### src/tmc_pkg.sv
// shared types, codes and constants of the thermostat mode controller
package tmc_pkg;

    // heater pulse frame
    localparam int PULSE_SLOTS = 20;
    localparam int SLOT_W      = (PULSE_SLOTS > 2) ? $clog2(PULSE_SLOTS) : 1;

    // button limits
    localparam int LEVEL_W   = 5;
    localparam int LEVEL_MAX = 20;
    localparam int HYST_MAX  = 3;

    // field widths
    localparam int ROOM_W  = 13;
    localparam int TEMP_W  = 10;
    localparam int PCT_W   = 7;
    localparam int KIND_W  = 3;
    localparam int IN_W    = 40;
    localparam int RES_W   = 24;
    localparam int APB_AW  = 4;
    localparam int APB_DW  = 32;

    // register reset values
    localparam logic [TEMP_W-1:0] SUMMER_RST = TEMP_W'(600);
    localparam logic [TEMP_W-1:0] WINTER_RST = TEMP_W'(400);
    localparam logic [PCT_W-1:0]  MIN_RST    = PCT_W'(25);
    localparam logic [PCT_W-1:0]  PCT_MAX    = PCT_W'(100);

    // register indexes
    localparam logic [1:0] REG_SUMMER = 2'd0;
    localparam logic [1:0] REG_WINTER = 2'd1;
    localparam logic [1:0] REG_MIN    = 2'd2;

    // cycle position before the first mode press
    localparam logic [2:0] CYC_IDLE = 3'd7;

    typedef enum logic [KIND_W-1:0] {
        KIND_TICK   = 3'd0,
        KIND_SAMPLE = 3'd1,
        KIND_MODE   = 3'd2,
        KIND_UP     = 3'd3,
        KIND_DOWN   = 3'd4,
        KIND_OFF    = 3'd5
    } t_kind;

    typedef enum logic [1:0] {
        MODE_OFF  = 2'd0,
        MODE_COOL = 2'd1,
        MODE_HEAT = 2'd2,
        MODE_AUTO = 2'd3
    } t_mode;

    // one result item, mode in the lowest bits
    typedef struct packed {
        logic [1:0]       hysteresis;
        logic             heater_on;
        logic             cooler_on;
        logic [PCT_W-1:0] heat_percent;
        logic [PCT_W-1:0] cool_percent;
        logic [1:0]       mode;
    } t_result;

    localparam int RES_PAD = RES_W - $bits(t_result);

endpackage

### src/thermostat_mode_controller.sv
// top level of the thermostat mode controller: state update, registers and result stream
//
// Each input item (kind in s_axis_tuser) is applied to the controller state in the
// cycle it is accepted and gives one result item holding the state after it: mode,
// cool and heat percent, cooler and heater enables and hysteresis. The next-state logic
// is combinational and writes a two-entry result buffer, so one item is accepted every
// cycle; s_axis_tready drops only while both buffer entries wait on the output.
// Registers are written through the APB port, and the user must write them only while
// the block is idle; the block itself does not enforce this. The summer threshold is at
// 0x0, the winter threshold at 0x4 and the minimum auto drive percent at 0x8.
module thermostat_mode_controller (
    input  logic                       i_clk,
    input  logic                       i_rst_n,
    // apb register port
    input  logic                       psel,
    input  logic                       penable,
    input  logic                       pwrite,
    input  logic [tmc_pkg::APB_AW-1:0] paddr,
    input  logic [tmc_pkg::APB_DW-1:0] pwdata,
    output logic [tmc_pkg::APB_DW-1:0] prdata,
    output logic                       pready,
    // input items
    input  logic                       s_axis_tvalid,
    output logic                       s_axis_tready,
    // room_temp[12:0], outside_temp[22:13], set_point[32:23], zeros above
    input  logic [tmc_pkg::IN_W-1:0]   s_axis_tdata,
    // kind[2:0]
    input  logic [tmc_pkg::KIND_W-1:0] s_axis_tuser,
    // result items
    output logic                       m_axis_tvalid,
    input  logic                       m_axis_tready,
    // mode[1:0], cool_percent[8:2], heat_percent[15:9], cooler_on[16],
    // heater_on[17], hysteresis[19:18], zeros above
    output logic [tmc_pkg::RES_W-1:0]  m_axis_tdata
);

    localparam int CMP_W = (tmc_pkg::SLOT_W > tmc_pkg::LEVEL_W) ?
                           tmc_pkg::SLOT_W : tmc_pkg::LEVEL_W;

    // configuration registers
    logic [tmc_pkg::TEMP_W-1:0]  r_summer;
    logic [tmc_pkg::TEMP_W-1:0]  r_winter;
    logic [tmc_pkg::PCT_W-1:0]   r_min_drive;

    // controller state
    tmc_pkg::t_mode              r_mode,       n_mode;
    logic [2:0]                  r_cyc_pos,    n_cyc_pos;
    logic [1:0]                  r_hyst,       n_hyst;
    logic [tmc_pkg::LEVEL_W-1:0] r_heat_level, n_heat_level;
    logic [tmc_pkg::LEVEL_W-1:0] r_cool_level, n_cool_level;
    logic [tmc_pkg::SLOT_W-1:0]  r_slot,       n_slot;
    logic [tmc_pkg::PCT_W-1:0]   r_cool_duty,  n_cool_duty;
    logic [tmc_pkg::PCT_W-1:0]   r_heat_duty,  n_heat_duty;
    logic                        r_cooler,     n_cooler;
    logic                        r_heater,     n_heater;

    logic                        w_accept;
    logic                        w_wr;
    tmc_pkg::t_kind              w_kind;
    logic [tmc_pkg::ROOM_W-1:0]  w_room;
    logic [tmc_pkg::TEMP_W-1:0]  w_outside;
    logic [tmc_pkg::TEMP_W-1:0]  w_setp;
    logic [tmc_pkg::ROOM_W-1:0]  w_setp_ext;
    logic [tmc_pkg::ROOM_W-1:0]  w_cool_err;
    logic [tmc_pkg::ROOM_W-1:0]  w_heat_err;
    logic [tmc_pkg::ROOM_W:0]    w_room_hyst;
    logic [4:0]                  w_hyst_x10;
    logic [tmc_pkg::SLOT_W-1:0]  w_slot_inc;
    logic [2:0]                  w_pos_inc;
    tmc_pkg::t_result            w_result;
    tmc_pkg::t_result            w_out;

    // drive clamp: raise to the minimum, then limit to full scale
    function automatic logic [tmc_pkg::PCT_W-1:0] clamp_drive(
        input logic [tmc_pkg::ROOM_W-1:0] err,
        input logic [tmc_pkg::PCT_W-1:0]  min_pct
    );
        logic [tmc_pkg::ROOM_W-1:0] d;
        d = (err < tmc_pkg::ROOM_W'(min_pct)) ? tmc_pkg::ROOM_W'(min_pct) : err;
        if (d > tmc_pkg::ROOM_W'(tmc_pkg::PCT_MAX)) begin
            d = tmc_pkg::ROOM_W'(tmc_pkg::PCT_MAX);
        end
        return d[tmc_pkg::PCT_W-1:0];
    endfunction

    // level to percent, times five
    function automatic logic [tmc_pkg::PCT_W-1:0] level_pct(
        input logic [tmc_pkg::LEVEL_W-1:0] lvl
    );
        return {lvl, 2'b00} + tmc_pkg::PCT_W'(lvl);
    endfunction

    // apb access
    assign pready = 1'b1;
    assign w_wr   = psel && penable && pwrite && pready;

    always_comb begin
        case (paddr[3:2])
            tmc_pkg::REG_SUMMER: prdata = tmc_pkg::APB_DW'(r_summer);
            tmc_pkg::REG_WINTER: prdata = tmc_pkg::APB_DW'(r_winter);
            tmc_pkg::REG_MIN:    prdata = tmc_pkg::APB_DW'(r_min_drive);
            default:             prdata = '0;
        endcase
    end

    always_ff @(posedge i_clk) begin
        if (!i_rst_n) begin
            r_summer    <= tmc_pkg::SUMMER_RST;
            r_winter    <= tmc_pkg::WINTER_RST;
            r_min_drive <= tmc_pkg::MIN_RST;
        end else if (w_wr) begin
            case (paddr[3:2])
                tmc_pkg::REG_SUMMER: r_summer    <= pwdata[tmc_pkg::TEMP_W-1:0];
                tmc_pkg::REG_WINTER: r_winter    <= pwdata[tmc_pkg::TEMP_W-1:0];
                tmc_pkg::REG_MIN:    r_min_drive <= pwdata[tmc_pkg::PCT_W-1:0];
                default:             ;
            endcase
        end
    end

    // input fields
    assign w_accept   = s_axis_tvalid && s_axis_tready;
    assign w_kind     = tmc_pkg::t_kind'(s_axis_tuser);
    assign w_room     = s_axis_tdata[12:0];
    assign w_outside  = s_axis_tdata[22:13];
    assign w_setp     = s_axis_tdata[32:23];
    assign w_setp_ext = tmc_pkg::ROOM_W'(w_setp);

    // sample arithmetic
    assign w_cool_err  = w_room - w_setp_ext;
    assign w_heat_err  = w_setp_ext - w_room;
    assign w_hyst_x10  = {r_hyst, 3'b000} + {2'b00, r_hyst, 1'b0};
    assign w_room_hyst = {1'b0, w_room} + (tmc_pkg::ROOM_W + 1)'(w_hyst_x10);

    assign w_slot_inc = (r_slot == tmc_pkg::SLOT_W'(tmc_pkg::PULSE_SLOTS - 1)) ?
                        '0 : r_slot + 1'b1;
    assign w_pos_inc  = r_cyc_pos + 3'd1;

    // next state for one item
    always_comb begin
        n_mode       = r_mode;
        n_cyc_pos    = r_cyc_pos;
        n_hyst       = r_hyst;
        n_heat_level = r_heat_level;
        n_cool_level = r_cool_level;
        n_slot       = r_slot;
        n_cool_duty  = r_cool_duty;
        n_heat_duty  = r_heat_duty;
        n_cooler     = r_cooler;
        n_heater     = r_heater;

        case (w_kind)
            tmc_pkg::KIND_TICK: begin
                if (r_mode == tmc_pkg::MODE_HEAT) begin
                    n_slot   = w_slot_inc;
                    n_heater = CMP_W'(w_slot_inc) < CMP_W'(r_heat_level);
                end
            end
            tmc_pkg::KIND_SAMPLE: begin
                if (r_mode == tmc_pkg::MODE_AUTO) begin
                    if (w_outside > r_summer) begin
                        n_heat_duty = '0;
                        n_heater    = 1'b0;
                        if (w_room > w_setp_ext) begin
                            n_cool_duty = clamp_drive(w_cool_err, r_min_drive);
                        end else if (w_room_hyst <= (tmc_pkg::ROOM_W + 1)'(w_setp)) begin
                            n_cool_duty = '0;
                        end
                        n_cooler = n_cool_duty != '0;
                    end else if (w_outside < r_winter) begin
                        n_cool_duty = '0;
                        n_cooler    = 1'b0;
                        if (w_setp_ext > w_room) begin
                            n_heat_duty = clamp_drive(w_heat_err, r_min_drive);
                            n_heater    = 1'b1;
                        end else begin
                            n_heat_duty = '0;
                            n_heater    = 1'b0;
                        end
                    end else begin
                        n_cool_duty = '0;
                        n_heat_duty = '0;
                        n_cooler    = 1'b0;
                        n_heater    = 1'b0;
                    end
                end
            end
            tmc_pkg::KIND_MODE: begin
                if (r_cyc_pos >= tmc_pkg::CYC_IDLE) begin
                    n_cyc_pos = 3'd0;
                    n_mode    = tmc_pkg::MODE_OFF;
                end else if (w_pos_inc == 3'd1) begin
                    n_cyc_pos = w_pos_inc;
                    n_mode    = tmc_pkg::MODE_COOL;
                end else if (w_pos_inc == 3'd2) begin
                    n_cyc_pos = w_pos_inc;
                    n_mode    = tmc_pkg::MODE_HEAT;
                end else begin
                    n_cyc_pos = 3'd0;
                    n_mode    = tmc_pkg::MODE_AUTO;
                end
            end
            tmc_pkg::KIND_UP: begin
                case (r_mode)
                    tmc_pkg::MODE_AUTO: begin
                        if (r_hyst < 2'(tmc_pkg::HYST_MAX)) n_hyst = r_hyst + 2'd1;
                    end
                    tmc_pkg::MODE_HEAT: begin
                        if (r_heat_level < tmc_pkg::LEVEL_W'(tmc_pkg::LEVEL_MAX)) begin
                            n_heat_level = r_heat_level + 1'b1;
                        end
                    end
                    tmc_pkg::MODE_COOL: begin
                        if (r_cool_level < tmc_pkg::LEVEL_W'(tmc_pkg::LEVEL_MAX)) begin
                            n_cool_level = r_cool_level + 1'b1;
                        end
                    end
                    default: ;
                endcase
            end
            tmc_pkg::KIND_DOWN: begin
                case (r_mode)
                    tmc_pkg::MODE_AUTO: begin
                        if (r_hyst != '0) n_hyst = r_hyst - 2'd1;
                    end
                    tmc_pkg::MODE_HEAT: begin
                        if (r_heat_level != '0) n_heat_level = r_heat_level - 1'b1;
                    end
                    tmc_pkg::MODE_COOL: begin
                        if (r_cool_level != '0) n_cool_level = r_cool_level - 1'b1;
                    end
                    default: ;
                endcase
            end
            tmc_pkg::KIND_OFF: begin
                n_mode    = tmc_pkg::MODE_OFF;
                n_cyc_pos = tmc_pkg::CYC_IDLE;
            end
            default: ;
        endcase

        // outputs that follow the mode reached
        case (n_mode)
            tmc_pkg::MODE_OFF: begin
                n_cool_duty = '0;
                n_heat_duty = '0;
                n_cooler    = 1'b0;
                n_heater    = 1'b0;
            end
            tmc_pkg::MODE_COOL: begin
                n_cool_duty = level_pct(n_cool_level);
                n_cooler    = n_cool_level != '0;
                n_heat_duty = '0;
                n_heater    = 1'b0;
            end
            tmc_pkg::MODE_HEAT: begin
                if (r_mode != tmc_pkg::MODE_HEAT) n_heater = 1'b0;
                n_heat_duty = level_pct(n_heat_level);
                n_cool_duty = '0;
                n_cooler    = 1'b0;
            end
            default: begin
                if (r_mode != tmc_pkg::MODE_AUTO) begin
                    n_cool_duty = '0;
                    n_heat_duty = '0;
                    n_cooler    = 1'b0;
                    n_heater    = 1'b0;
                end
            end
        endcase
    end

    // state registers, updated per accepted item
    always_ff @(posedge i_clk) begin
        if (!i_rst_n) begin
            r_mode       <= tmc_pkg::MODE_OFF;
            r_cyc_pos    <= tmc_pkg::CYC_IDLE;
            r_hyst       <= '0;
            r_heat_level <= '0;
            r_cool_level <= '0;
            r_slot       <= '0;
            r_cool_duty  <= '0;
            r_heat_duty  <= '0;
            r_cooler     <= 1'b0;
            r_heater     <= 1'b0;
        end else if (w_accept) begin
            r_mode       <= n_mode;
            r_cyc_pos    <= n_cyc_pos;
            r_hyst       <= n_hyst;
            r_heat_level <= n_heat_level;
            r_cool_level <= n_cool_level;
            r_slot       <= n_slot;
            r_cool_duty  <= n_cool_duty;
            r_heat_duty  <= n_heat_duty;
            r_cooler     <= n_cooler;
            r_heater     <= n_heater;
        end
    end

    // result item from the state after the item
    always_comb begin
        w_result.mode         = n_mode;
        w_result.cool_percent = n_cool_duty;
        w_result.heat_percent = n_heat_duty;
        w_result.cooler_on    = n_cooler;
        w_result.heater_on    = n_heater;
        w_result.hysteresis   = n_hyst;
    end

    tmc_out_buf u_out_buf (
        .i_clk       (i_clk),
        .i_rst_n     (i_rst_n),
        .i_push      (w_accept),
        .i_data      (w_result),
        .o_ready     (s_axis_tready),
        .o_valid     (m_axis_tvalid),
        .i_out_ready (m_axis_tready),
        .o_data      (w_out)
    );

    assign m_axis_tdata = {{tmc_pkg::RES_PAD{1'b0}}, w_out};

    // off mode keeps every drive at rest
    a_off_quiet: assert property (@(posedge i_clk) disable iff (!i_rst_n)
        r_mode == tmc_pkg::MODE_OFF |->
            r_cool_duty == '0 && r_heat_duty == '0 && !r_cooler && !r_heater)
        else $error("drive active in off mode");

    // the button cycle position tracks the mode
    a_cycle: assert property (@(posedge i_clk) disable iff (!i_rst_n)
        (r_cyc_pos == tmc_pkg::CYC_IDLE |-> r_mode == tmc_pkg::MODE_OFF) and
        (r_mode == tmc_pkg::MODE_AUTO |-> r_cyc_pos == 3'd0))
        else $error("cycle position out of step with mode");

    // levels and pulse slot stay in range
    a_ranges: assert property (@(posedge i_clk) disable iff (!i_rst_n)
        r_heat_level <= tmc_pkg::LEVEL_W'(tmc_pkg::LEVEL_MAX) &&
        r_cool_level <= tmc_pkg::LEVEL_W'(tmc_pkg::LEVEL_MAX) &&
        r_slot <= tmc_pkg::SLOT_W'(tmc_pkg::PULSE_SLOTS - 1))
        else $error("level or pulse slot out of range");

    // the cooler enable follows a nonzero cool drive
    a_cooler: assert property (@(posedge i_clk) disable iff (!i_rst_n)
        r_cooler == (r_cool_duty != '0))
        else $error("cooler enable disagrees with cool drive");

endmodule

### src/tmc_out_buf.sv
// two-entry result buffer that decouples the state logic from the output stream
module tmc_out_buf (
    input  logic             i_clk,
    input  logic             i_rst_n,
    input  logic             i_push,
    input  tmc_pkg::t_result i_data,
    output logic             o_ready,
    output logic             o_valid,
    input  logic             i_out_ready,
    output tmc_pkg::t_result o_data
);

    tmc_pkg::t_result r_data0;
    tmc_pkg::t_result r_data1;
    logic             r_valid0;
    logic             r_valid1;
    logic             w_pop;

    assign o_ready = !r_valid1;
    assign o_valid = r_valid0;
    assign o_data  = r_data0;
    assign w_pop   = r_valid0 && i_out_ready;

    // valid flags
    always_ff @(posedge i_clk) begin
        if (!i_rst_n) begin
            r_valid0 <= 1'b0;
            r_valid1 <= 1'b0;
        end else if (w_pop) begin
            r_valid0 <= r_valid1 || i_push;
            r_valid1 <= r_valid1 && i_push;
        end else if (i_push) begin
            r_valid0 <= 1'b1;
            r_valid1 <= r_valid0;
        end
    end

    // payload, head first
    always_ff @(posedge i_clk) begin
        if (w_pop) begin
            r_data0 <= r_valid1 ? r_data1 : i_data;
            if (r_valid1 && i_push) begin
                r_data1 <= i_data;
            end
        end else if (i_push) begin
            if (!r_valid0) begin
                r_data0 <= i_data;
            end else begin
                r_data1 <= i_data;
            end
        end
    end

    // second entry is only filled behind the head
    a_order: assert property (@(posedge i_clk) disable iff (!i_rst_n)
        r_valid1 |-> r_valid0)
        else $error("second entry valid without head");

    // a waiting head is never dropped
    a_keep: assert property (@(posedge i_clk) disable iff (!i_rst_n)
        r_valid0 && !i_out_ready |=> r_valid0 && $stable(r_data0))
        else $error("stalled head lost");

    // a push into a full buffer cannot happen
    a_full: assert property (@(posedge i_clk) disable iff (!i_rst_n)
        r_valid1 && !w_pop |=> r_valid1 && $stable(r_data1))
        else $error("second entry overwritten");

endmodule

### config.mk
export PLATFORM = sky130hd
export DESIGN_NAME = thermostat_mode_controller
export DESIGN_NICKNAME = d
export VERILOG_FILES = /design/src/tmc_pkg.sv /design/src/thermostat_mode_controller.sv /design/src/tmc_out_buf.sv
export SDC_FILE = /design/constraint.sdc
export NUM_CORES = 1
export LEC_CHECK = 0
export ABC_AREA = 1
export BUFFER_PORTS_ARGS = -buffer_cell sky130_fd_sc_hd__buf_2
export CAP_MARGIN = 20
export CORE_MARGIN = 2
export CORE_UTILIZATION = 35
export CTS_BUF_LIST = sky130_fd_sc_hd__clkbuf_4 sky130_fd_sc_hd__clkbuf_8
export CTS_CLUSTER_DIAMETER = 40
export CTS_CLUSTER_SIZE = 8
export DETAILED_ROUTE_END_ITERATION = 16
export PLACE_DENSITY = 0.55
export SYNTH_ARGS = -nofsm -noshare
export SYNTH_HDL_FRONTEND = slang
export SYNTH_SLANG_ARGS = --single-unit
### constraint.sdc
create_clock -name i_clk -period 4.2 [get_ports i_clk]
set_input_delay 0.21 -clock i_clk [delete_from_list [all_inputs] [get_ports i_clk]]
set_output_delay 0.21 -clock i_clk [all_outputs]
set_load 0.005 [all_outputs]
# ---- Word level (Yosys, flattened, before mapping)
# Cells that the tools add are included.
dict set report totals {
  output_inout_bits 59
  elab_cells 173
  input_bits 86
  register_bits 107
}
dict set report op_classes {
  mux 72
  n_addsub 14
  magnitude_cmp 14
  eq_ne 19
  reduce_logical 27
}
# cell count
set ops {}
lappend ops {{20-bit two-way mux} 8}
lappend ops {{7-bit two-way mux} 17}
lappend ops {{5-bit two-way mux} 9}
lappend ops {{10-bit one-hot mux with 3 select lines} 1}
lappend ops {{7-bit one-hot mux with 2 select lines} 2}
lappend ops {{13-bit by 7-bit greater-than comparator with 1-bit output (second input constant)} 2}
lappend ops {{13-bit by 7-bit less-than comparator with 1-bit output} 2}
lappend ops {{13-bit two-way mux} 2}
lappend ops {{5-bit one-hot mux with 2 select lines} 2}
lappend ops {{1-bit two-way mux} 16}
lappend ops {{5-bit by 1-bit adder with 5-bit output (second input constant)} 3}
lappend ops {{5-bit nonzero test} 3}
lappend ops {{13-bit by 5-bit adder with 14-bit output} 1}
lappend ops {{7-bit by 5-bit adder with 7-bit output} 2}
lappend ops {{14-bit by 10-bit less-or-equal comparator with 1-bit output} 1}
lappend ops {{10-bit by 13-bit greater-than comparator with 1-bit output} 1}
lappend ops {{13-bit by 10-bit greater-than comparator with 1-bit output} 1}
lappend ops {{10-bit by 13-bit subtractor with 13-bit output} 1}
lappend ops {{13-bit by 10-bit subtractor with 13-bit output} 1}
lappend ops {{2-bit two-way mux} 6}
lappend ops {{10-bit greater-than comparator} 1}
lappend ops {{10-bit less-than comparator} 1}
lappend ops {{5-bit less-than comparator (second input constant)} 2}
lappend ops {{2-bit AND reduction} 5}
lappend ops {{other kinds (28)} 56}

# ---- Logic depth before layout (Yosys ltp)
dict set report depth {
  word_depth 18
  depth_mapped 32
  mapped_depth_nobuf 31
}

# ---- Hierarchy
# A second synthesis with hierarchy kept.
dict set report unflattened {
  cells_unflattened 1312
  area_unflattened_um2 9023.7
}
# mod cells_per_inst area_each_um2 n_inst seq_area_each_um2
set modules_own_cells {}
lappend modules_own_cells {thermostat_mode_controller 1190 7453.4 1 1301.2}
lappend modules_own_cells {tmc_out_buf 122 1570.3 1 1241.2}

# ---- Worst setup path after synthesis
# Ideal clock, no wire load.
dict set report synth_timing {
  path_type {input-to-reg}
  startpoint {input port s_axis_tdata[0] (netlist name)}
  endpoint {register u_out_buf.r_data0 (netlist bit u_out_buf.o_data[16]), data pin}
  n_path_buf 0
  setup_ps 252
  required_ps 3948
  cell_stages 27
  path_slack_ps 788
  arrival_ps 3159
  cell_sequence {inv_1 > ha_1 > inv_1 > fa_1 > nand2_1 > nand2_1 > xor2_1 > ha_1 > nand2_1 > o211ai_1 > nand4_4 > nand3_4 > nand2_1 > nand2_1 > nand2_1 > nor2_1 > nand2_2 > nand2_4 > a21oi_2 > nor2_1 > nand3_1 > nand2_1 > nand2_1 > nand2_2 > nand2_2 > nand2_1 > nand2_1}
}
dict set report synth_between {
  elab_chain_cells 18
  elab_cells_between_ends 23
  classes_between {2 x add/sub; 4 x order compare; 16 x mux; 1 x reduce/logical}
}
# item line_no
set synth_rtl {}
lappend synth_rtl {{start: declaration} thermostat_mode_controller.sv:26} ;# input logic [tmc_pkg::IN_W-1:0] s_axis_tdata,
lappend synth_rtl {{13-bit by 10-bit subtractor with 13-bit output} thermostat_mode_controller.sv:130} ;# assign w_cool_err = w_room - w_setp_ext;
lappend synth_rtl {{13-bit by 7-bit less-than comparator with 1-bit output} thermostat_mode_controller.sv:79} ;# d = (err < tmc_pkg::ROOM_W'(min_pct)) ? tmc_pkg::ROOM_W'(min_pct) : err;
lappend synth_rtl {{13-bit two-way mux} thermostat_mode_controller.sv:79}
lappend synth_rtl {{13-bit by 7-bit greater-than comparator with 1-bit output} thermostat_mode_controller.sv:80} ;# if (d > tmc_pkg::ROOM_W'(tmc_pkg::PCT_MAX)) begin
lappend synth_rtl {{7-bit two-way mux} thermostat_mode_controller.sv:80}
lappend synth_rtl {{7-bit two-way mux (*)} thermostat_mode_controller.sv:164} ;# if (w_room > w_setp_ext) begin
lappend synth_rtl {{7-bit two-way mux (*)} thermostat_mode_controller.sv:161} ;# if (w_outside > r_summer) begin
lappend synth_rtl {{7-bit two-way mux (*)} thermostat_mode_controller.sv:160} ;# if (r_mode == tmc_pkg::MODE_AUTO) begin
lappend synth_rtl {{[3 not listed]} n/a}
lappend synth_rtl {{1-bit two-way mux (*)} thermostat_mode_controller.sv:160}
lappend synth_rtl {{1-bit two-way mux (*)} thermostat_mode_controller.sv:152} ;# case (w_kind)
lappend synth_rtl {{1-bit two-way mux (*)} thermostat_mode_controller.sv:263} ;# if (r_mode != tmc_pkg::MODE_AUTO) begin
lappend synth_rtl {{1-bit one-hot mux with 2 select lines (*)} thermostat_mode_controller.sv:243} ;# case (n_mode)
lappend synth_rtl {{named net n_cooler} thermostat_mode_controller.sv:54} ;# logic r_cooler, n_cooler;
lappend synth_rtl {{20-bit two-way mux} tmc_out_buf.sv:46} ;# if (!r_valid0) begin
lappend synth_rtl {{20-bit two-way mux} tmc_out_buf.sv:45} ;# end else if (i_push) begin
lappend synth_rtl {{20-bit two-way mux (*)} tmc_out_buf.sv:40} ;# if (w_pop) begin
lappend synth_rtl {{end signal: assignment} tmc_out_buf.sv:41} ;# r_data0 <= r_valid1 ? r_data1 : i_data;
lappend synth_rtl {{end signal: assignment} tmc_out_buf.sv:47} ;# r_data0 <= i_data;
lappend synth_rtl {{end: declaration} tmc_out_buf.sv:13} ;# tmc_pkg::t_result r_data0;
# The timed path passes the listed nets; every way through them passes the cells marked *. The select of a mux whose other input is x is not followed.
# A chain may end at the register's enable or synchronous reset.

# ---- Worst setup path after layout
dict set report layout_timing {
  startpoint {register r_hyst[0]}
  endpoint {register u_out_buf.r_data0 (netlist bit u_out_buf.o_data[16]), data pin}
}
dict set report layout_between {
  elab_chain_cells 17
  elab_cells_between_ends 18
  classes_between {2 x add/sub; 1 x order compare; 14 x mux; 1 x reduce/logical}
}
# item line_no
set layout_rtl {}
lappend layout_rtl {{start: declaration} thermostat_mode_controller.sv:48} ;# logic [1:0] r_hyst, n_hyst;
lappend layout_rtl {{start signal: assignment} thermostat_mode_controller.sv:289} ;# r_hyst <= n_hyst;
lappend layout_rtl {{5-bit by 3-bit adder with 5-bit output (*)} thermostat_mode_controller.sv:132} ;# assign w_hyst_x10 = {r_hyst, 3'b000} + {2'b00, r_hyst, 1'b0};
lappend layout_rtl {{13-bit by 5-bit adder with 14-bit output (*)} thermostat_mode_controller.sv:133} ;# assign w_room_hyst = {1'b0, w_room} + (tmc_pkg::ROOM_W + 1)'(w_hyst_x10);
lappend layout_rtl {{14-bit by 10-bit less-or-equal comparator with 1-bit output (*)} thermostat_mode_controller.sv:166} ;# end else if (w_room_hyst <= (tmc_pkg::ROOM_W + 1)'(w_setp)) begin
lappend layout_rtl {{7-bit two-way mux (*)} thermostat_mode_controller.sv:166}
lappend layout_rtl {{7-bit two-way mux (*)} thermostat_mode_controller.sv:164}
lappend layout_rtl {{7-bit two-way mux (*)} thermostat_mode_controller.sv:161}
lappend layout_rtl {{7-bit two-way mux (*)} thermostat_mode_controller.sv:160}
lappend layout_rtl {{7-bit two-way mux (*)} thermostat_mode_controller.sv:152}
lappend layout_rtl {{[2 not listed]} n/a}
lappend layout_rtl {{1-bit two-way mux (*)} thermostat_mode_controller.sv:160}
lappend layout_rtl {{1-bit two-way mux (*)} thermostat_mode_controller.sv:152}
lappend layout_rtl {{1-bit two-way mux (*)} thermostat_mode_controller.sv:263}
lappend layout_rtl {{1-bit one-hot mux with 2 select lines (*)} thermostat_mode_controller.sv:243}
lappend layout_rtl {{named net n_cooler} thermostat_mode_controller.sv:54}
lappend layout_rtl {{20-bit two-way mux} tmc_out_buf.sv:46}
lappend layout_rtl {{20-bit two-way mux} tmc_out_buf.sv:45}
lappend layout_rtl {{20-bit two-way mux (*)} tmc_out_buf.sv:40}
# Marked as above.

==> results.toml <==
[power]
p_leak_nw = 4.93
clkPwrFrac_pct = 26.4
sw_frac_of_total_pct = 35.5
power_mw = 2.62
seqPwrFrac_pct = 44.3
power_density_nw_per_um2 = 264
p_switching_mw = 0.927
peakVddDrop_mv = 0.156
intPower_mw = 1.69
pwr-share-comb_pct = 29.2

[critical_path]
cp.depth = 26
worst-path-buf-inv = 3
cpMostUsedCell = "nand2_1"
rrSetupSlack_ps = 360
start_kind = "register"
endpoint_kind = "register"
r2r_cells = 26
criticalPathCategory = "reg2reg"
required_ps = 4360
cpMaxStageDelayCell = "fa_1"
worstPathArrival_ps = 3990
cp_max_fo = 7
cp_slowest_stage_delay_ps = 420
cp_top_family = "simple AND/OR/NAND/NOR gates"

[drt]
met1Wirelength_mm = 11.4
top_layer = "met4"
wl_met2_mm = 10.8
wl_per_cell_um = 13.7
met3_length_um = 790
dr_total_vias = 8358
drt-total-wl_mm = 23.4
drc = 0
firstDrtPassIters = 7
viasPerCell = 4.89
antenna_left = 0
initialDrtViolationCount = 430

[finish]
seq_area_um2 = 2540
area_delta_synth_final_pct = 10.3
n_fill_cell = 2724
drive_above_1_share_pct = 13.4
design_area_um2 = 9900
nets = 1547
fin_cells = 1708
multi_input_area_um2 = 5390
diodes = 0
final_core_util_pct = 39.3

[synth]
synth_flop_cell = "dfxtp_1"
synth_top_area_share_pct = 14.9
synth_cells = 1291
synth_seq_area_share_pct = 28.3
yosys.area.top_type = "dfxtp_1"
synthTopCellsByArea = "dfxtp_1, edfxtp_1, nand2_1"
yosysWarnings = 0
synth_cell_types = 56
yosysMostFrequentCell = "nand2_1"
synth_seq_cells = 107
syn_avg_cell_area_um2 = 6.95
synth-edff-count = 40
async_flop_share_pct = 0
synth_common_cells = "nand2_1, inv_1, nor2_1"
syn_area_um2 = 8970

[die]
die_area_um2 = 26900
pin_count = 145
start_util_pct = 35.6
num_rows = 58
core_um2 = 25200
die_width_um = 164
die_h_um = 164

[clock_network]
clk_path_buf_depth = 2
cts_tree = "done"
clk_pin_slew_ps = 120
post_cts_buffers = 0
cts.sinks = 107
ctsRootBufferMaster = "clkbuf_8"
h-tree-depth = 3
cts_buffers = 9
worstSkewPairLatency_ps = 390

[placement]
place_inst = 1692
place_congestion = 0.873
port-buffer-count = 86
placed_area_um2 = 9690
hpwlAfterDp_mm = 18.6

[global_route]
grt_pass1_wl_mm = 37.8
track_usage_pct = 17.4
overflow = 0
grt_antenna_before_repair = 0
grt_pass1_vias = 7752
grt_max_degree = 43

[sta]
tns_ps = 0
worst_slew_margin_rel_pct = 46.6
report.final.hold_viol_count = 0
period_needed_ps = 3840
worstMarginPinSlew_ps = 800
fmax_ghz = 0.261
drv_slew = 0
period_share_pct = 91.4
finClkSkew_ps = 22.3
setup_viol_count_final = 0

[min_path]
min_path_cells = 3
min_path_type = "in2reg"

[flow_run]
drv_cap = 0

[outcome]
status = "finished, final reports clean"
## power groups by stage
stage                     combinational [mW]  clock [mW]  sequential [mW]
final                                  0.765       0.691             1.16
after global routing                   0.874       0.747             1.17
after CTS                              0.765       0.717             1.16
after detailed placement               0.762           0             1.18
after global placement                 0.753           0             1.18
after floorplan                        0.563           0             1.18
## metal layers
layer  up-vias  GRT usage [%]
li1       4350              -
met1      3802           23.4
met2       178           29.6
met3        28           2.02
met4         0           4.47
met5         -              0
## worst paths after layout
check / from / endpoint
worst max-delay path: r_hyst[0]$_SDFFE_PN0P_ / u_out_buf.o_data[16]$_DFFE_PP_
worst min-delay path: pwdata[7] / r_winter[7]$_SDFFE_PN1P_
worst max register to register: r_hyst[0]$_SDFFE_PN0P_ / u_out_buf.o_data[16]$_DFFE_PP_
worst min register to register: r_cyc_pos[2]$_SDFFE_PN1P_ / r_cyc_pos[2]$_SDFFE_PN1P_
## cell usage in the layout (no fill, tap or decap), types with 2 or more instances in the layout
cell type	count
o22ai_2	2
dfxtp_1	66
nand2_1	288
nor2_1	117
edfxtp_1	40
ha_1	83
clkinv_1	6
o31ai_1	3
nand4_1	18
a31oi_1	6
o221ai_1	11
a21oi_1	92
xor2_1	24
nand2_4	4
xnor2_1	4
inv_1	199
nor3_1	13
nand2_2	22
buf_2	86
a31oi_2	2
conb_1	27
inv_6	2
a21oi_2	6
o21bai_1	5
inv_2	11
clkbuf_8	9
nor2_8	2
o21ai_1	9
o21ai_2	5
o22ai_1	6
o211ai_1	22
o21a_1	3
o41ai_1	2
fa_1	5
buf_4	15
nor2_2	5
nand3b_1	2
a211oi_1	3
nand3_1	57
o21ai_0	74
## cells by family after synthesis
| kind of cell | synth area share, % |
|---|---|
| AO/OA/AOI/OAI | 17.3 |
| adder cells (fa/ha/maj) | 12.7 |
| XOR/XNOR | 2.73 |
| flip-flops | 28.3 |
| other | 0.0837 |
| buffers and inverters | 12.8 |
| AND/OR/NAND/NOR | 26.1 |
## repair_timing
action | CTS | global route
resized for setup | 0 | 3
hold buffers | 0 | 0
setup endpoints to repair | 0 | 3
## area by class of cell
cell class / instances / share of cell area, %
tap: 330 / 4.17
clock buffer: 10 / 1.33
inverter: 216 / 8.19
sequential: 107 / 25.7
clock inverter: 6 / 0.720
multi-input combinational: 938 / 54.4
timing repair buffer: 101 / 5.48
## metrics by stage
step,hold slack (ps),setup WS [ps]
after CTS,40.9,217
after floorplan,340,788
final,65.6,363
after global placement,445,126
after global routing,66.7,-26.9
after detailed placement,454,108
## flip-flops by register name, indices dropped and copies added, names as in the netlist
| signal | count |
|---|---|
| r_cool_duty | 7 |
| r_cool_level | 5 |
| r_cooler | 1 |
| r_cyc_pos | 3 |
| r_heat_duty | 7 |
| r_heat_level | 5 |
| r_heater | 1 |
| r_hyst | 2 |
| r_min_drive | 7 |
| r_mode | 2 |
| r_slot | 5 |
| r_summer | 10 |
| r_winter | 10 |
| u_out_buf.o_data | 20 |
| u_out_buf.o_valid | 1 |
| u_out_buf.r_data1 | 20 |
| u_out_buf.r_valid1 | 1 |
## worst reg2reg max path, delay by kind of cell, from the launching register on
| family | cells | cell delay [ps] |
|---|---|---|
| buffers and inverters | 3 | 290 |
| adder cells (fa/ha/maj) | 3 | 900 |
| AND/OR/NAND/NOR | 14 | 1040 |
| AO/OA/AOI/OAI | 6 | 980 |
| flip-flops | 1 | 410 |
Note: power is estimated with default switching activity, not from simulation.
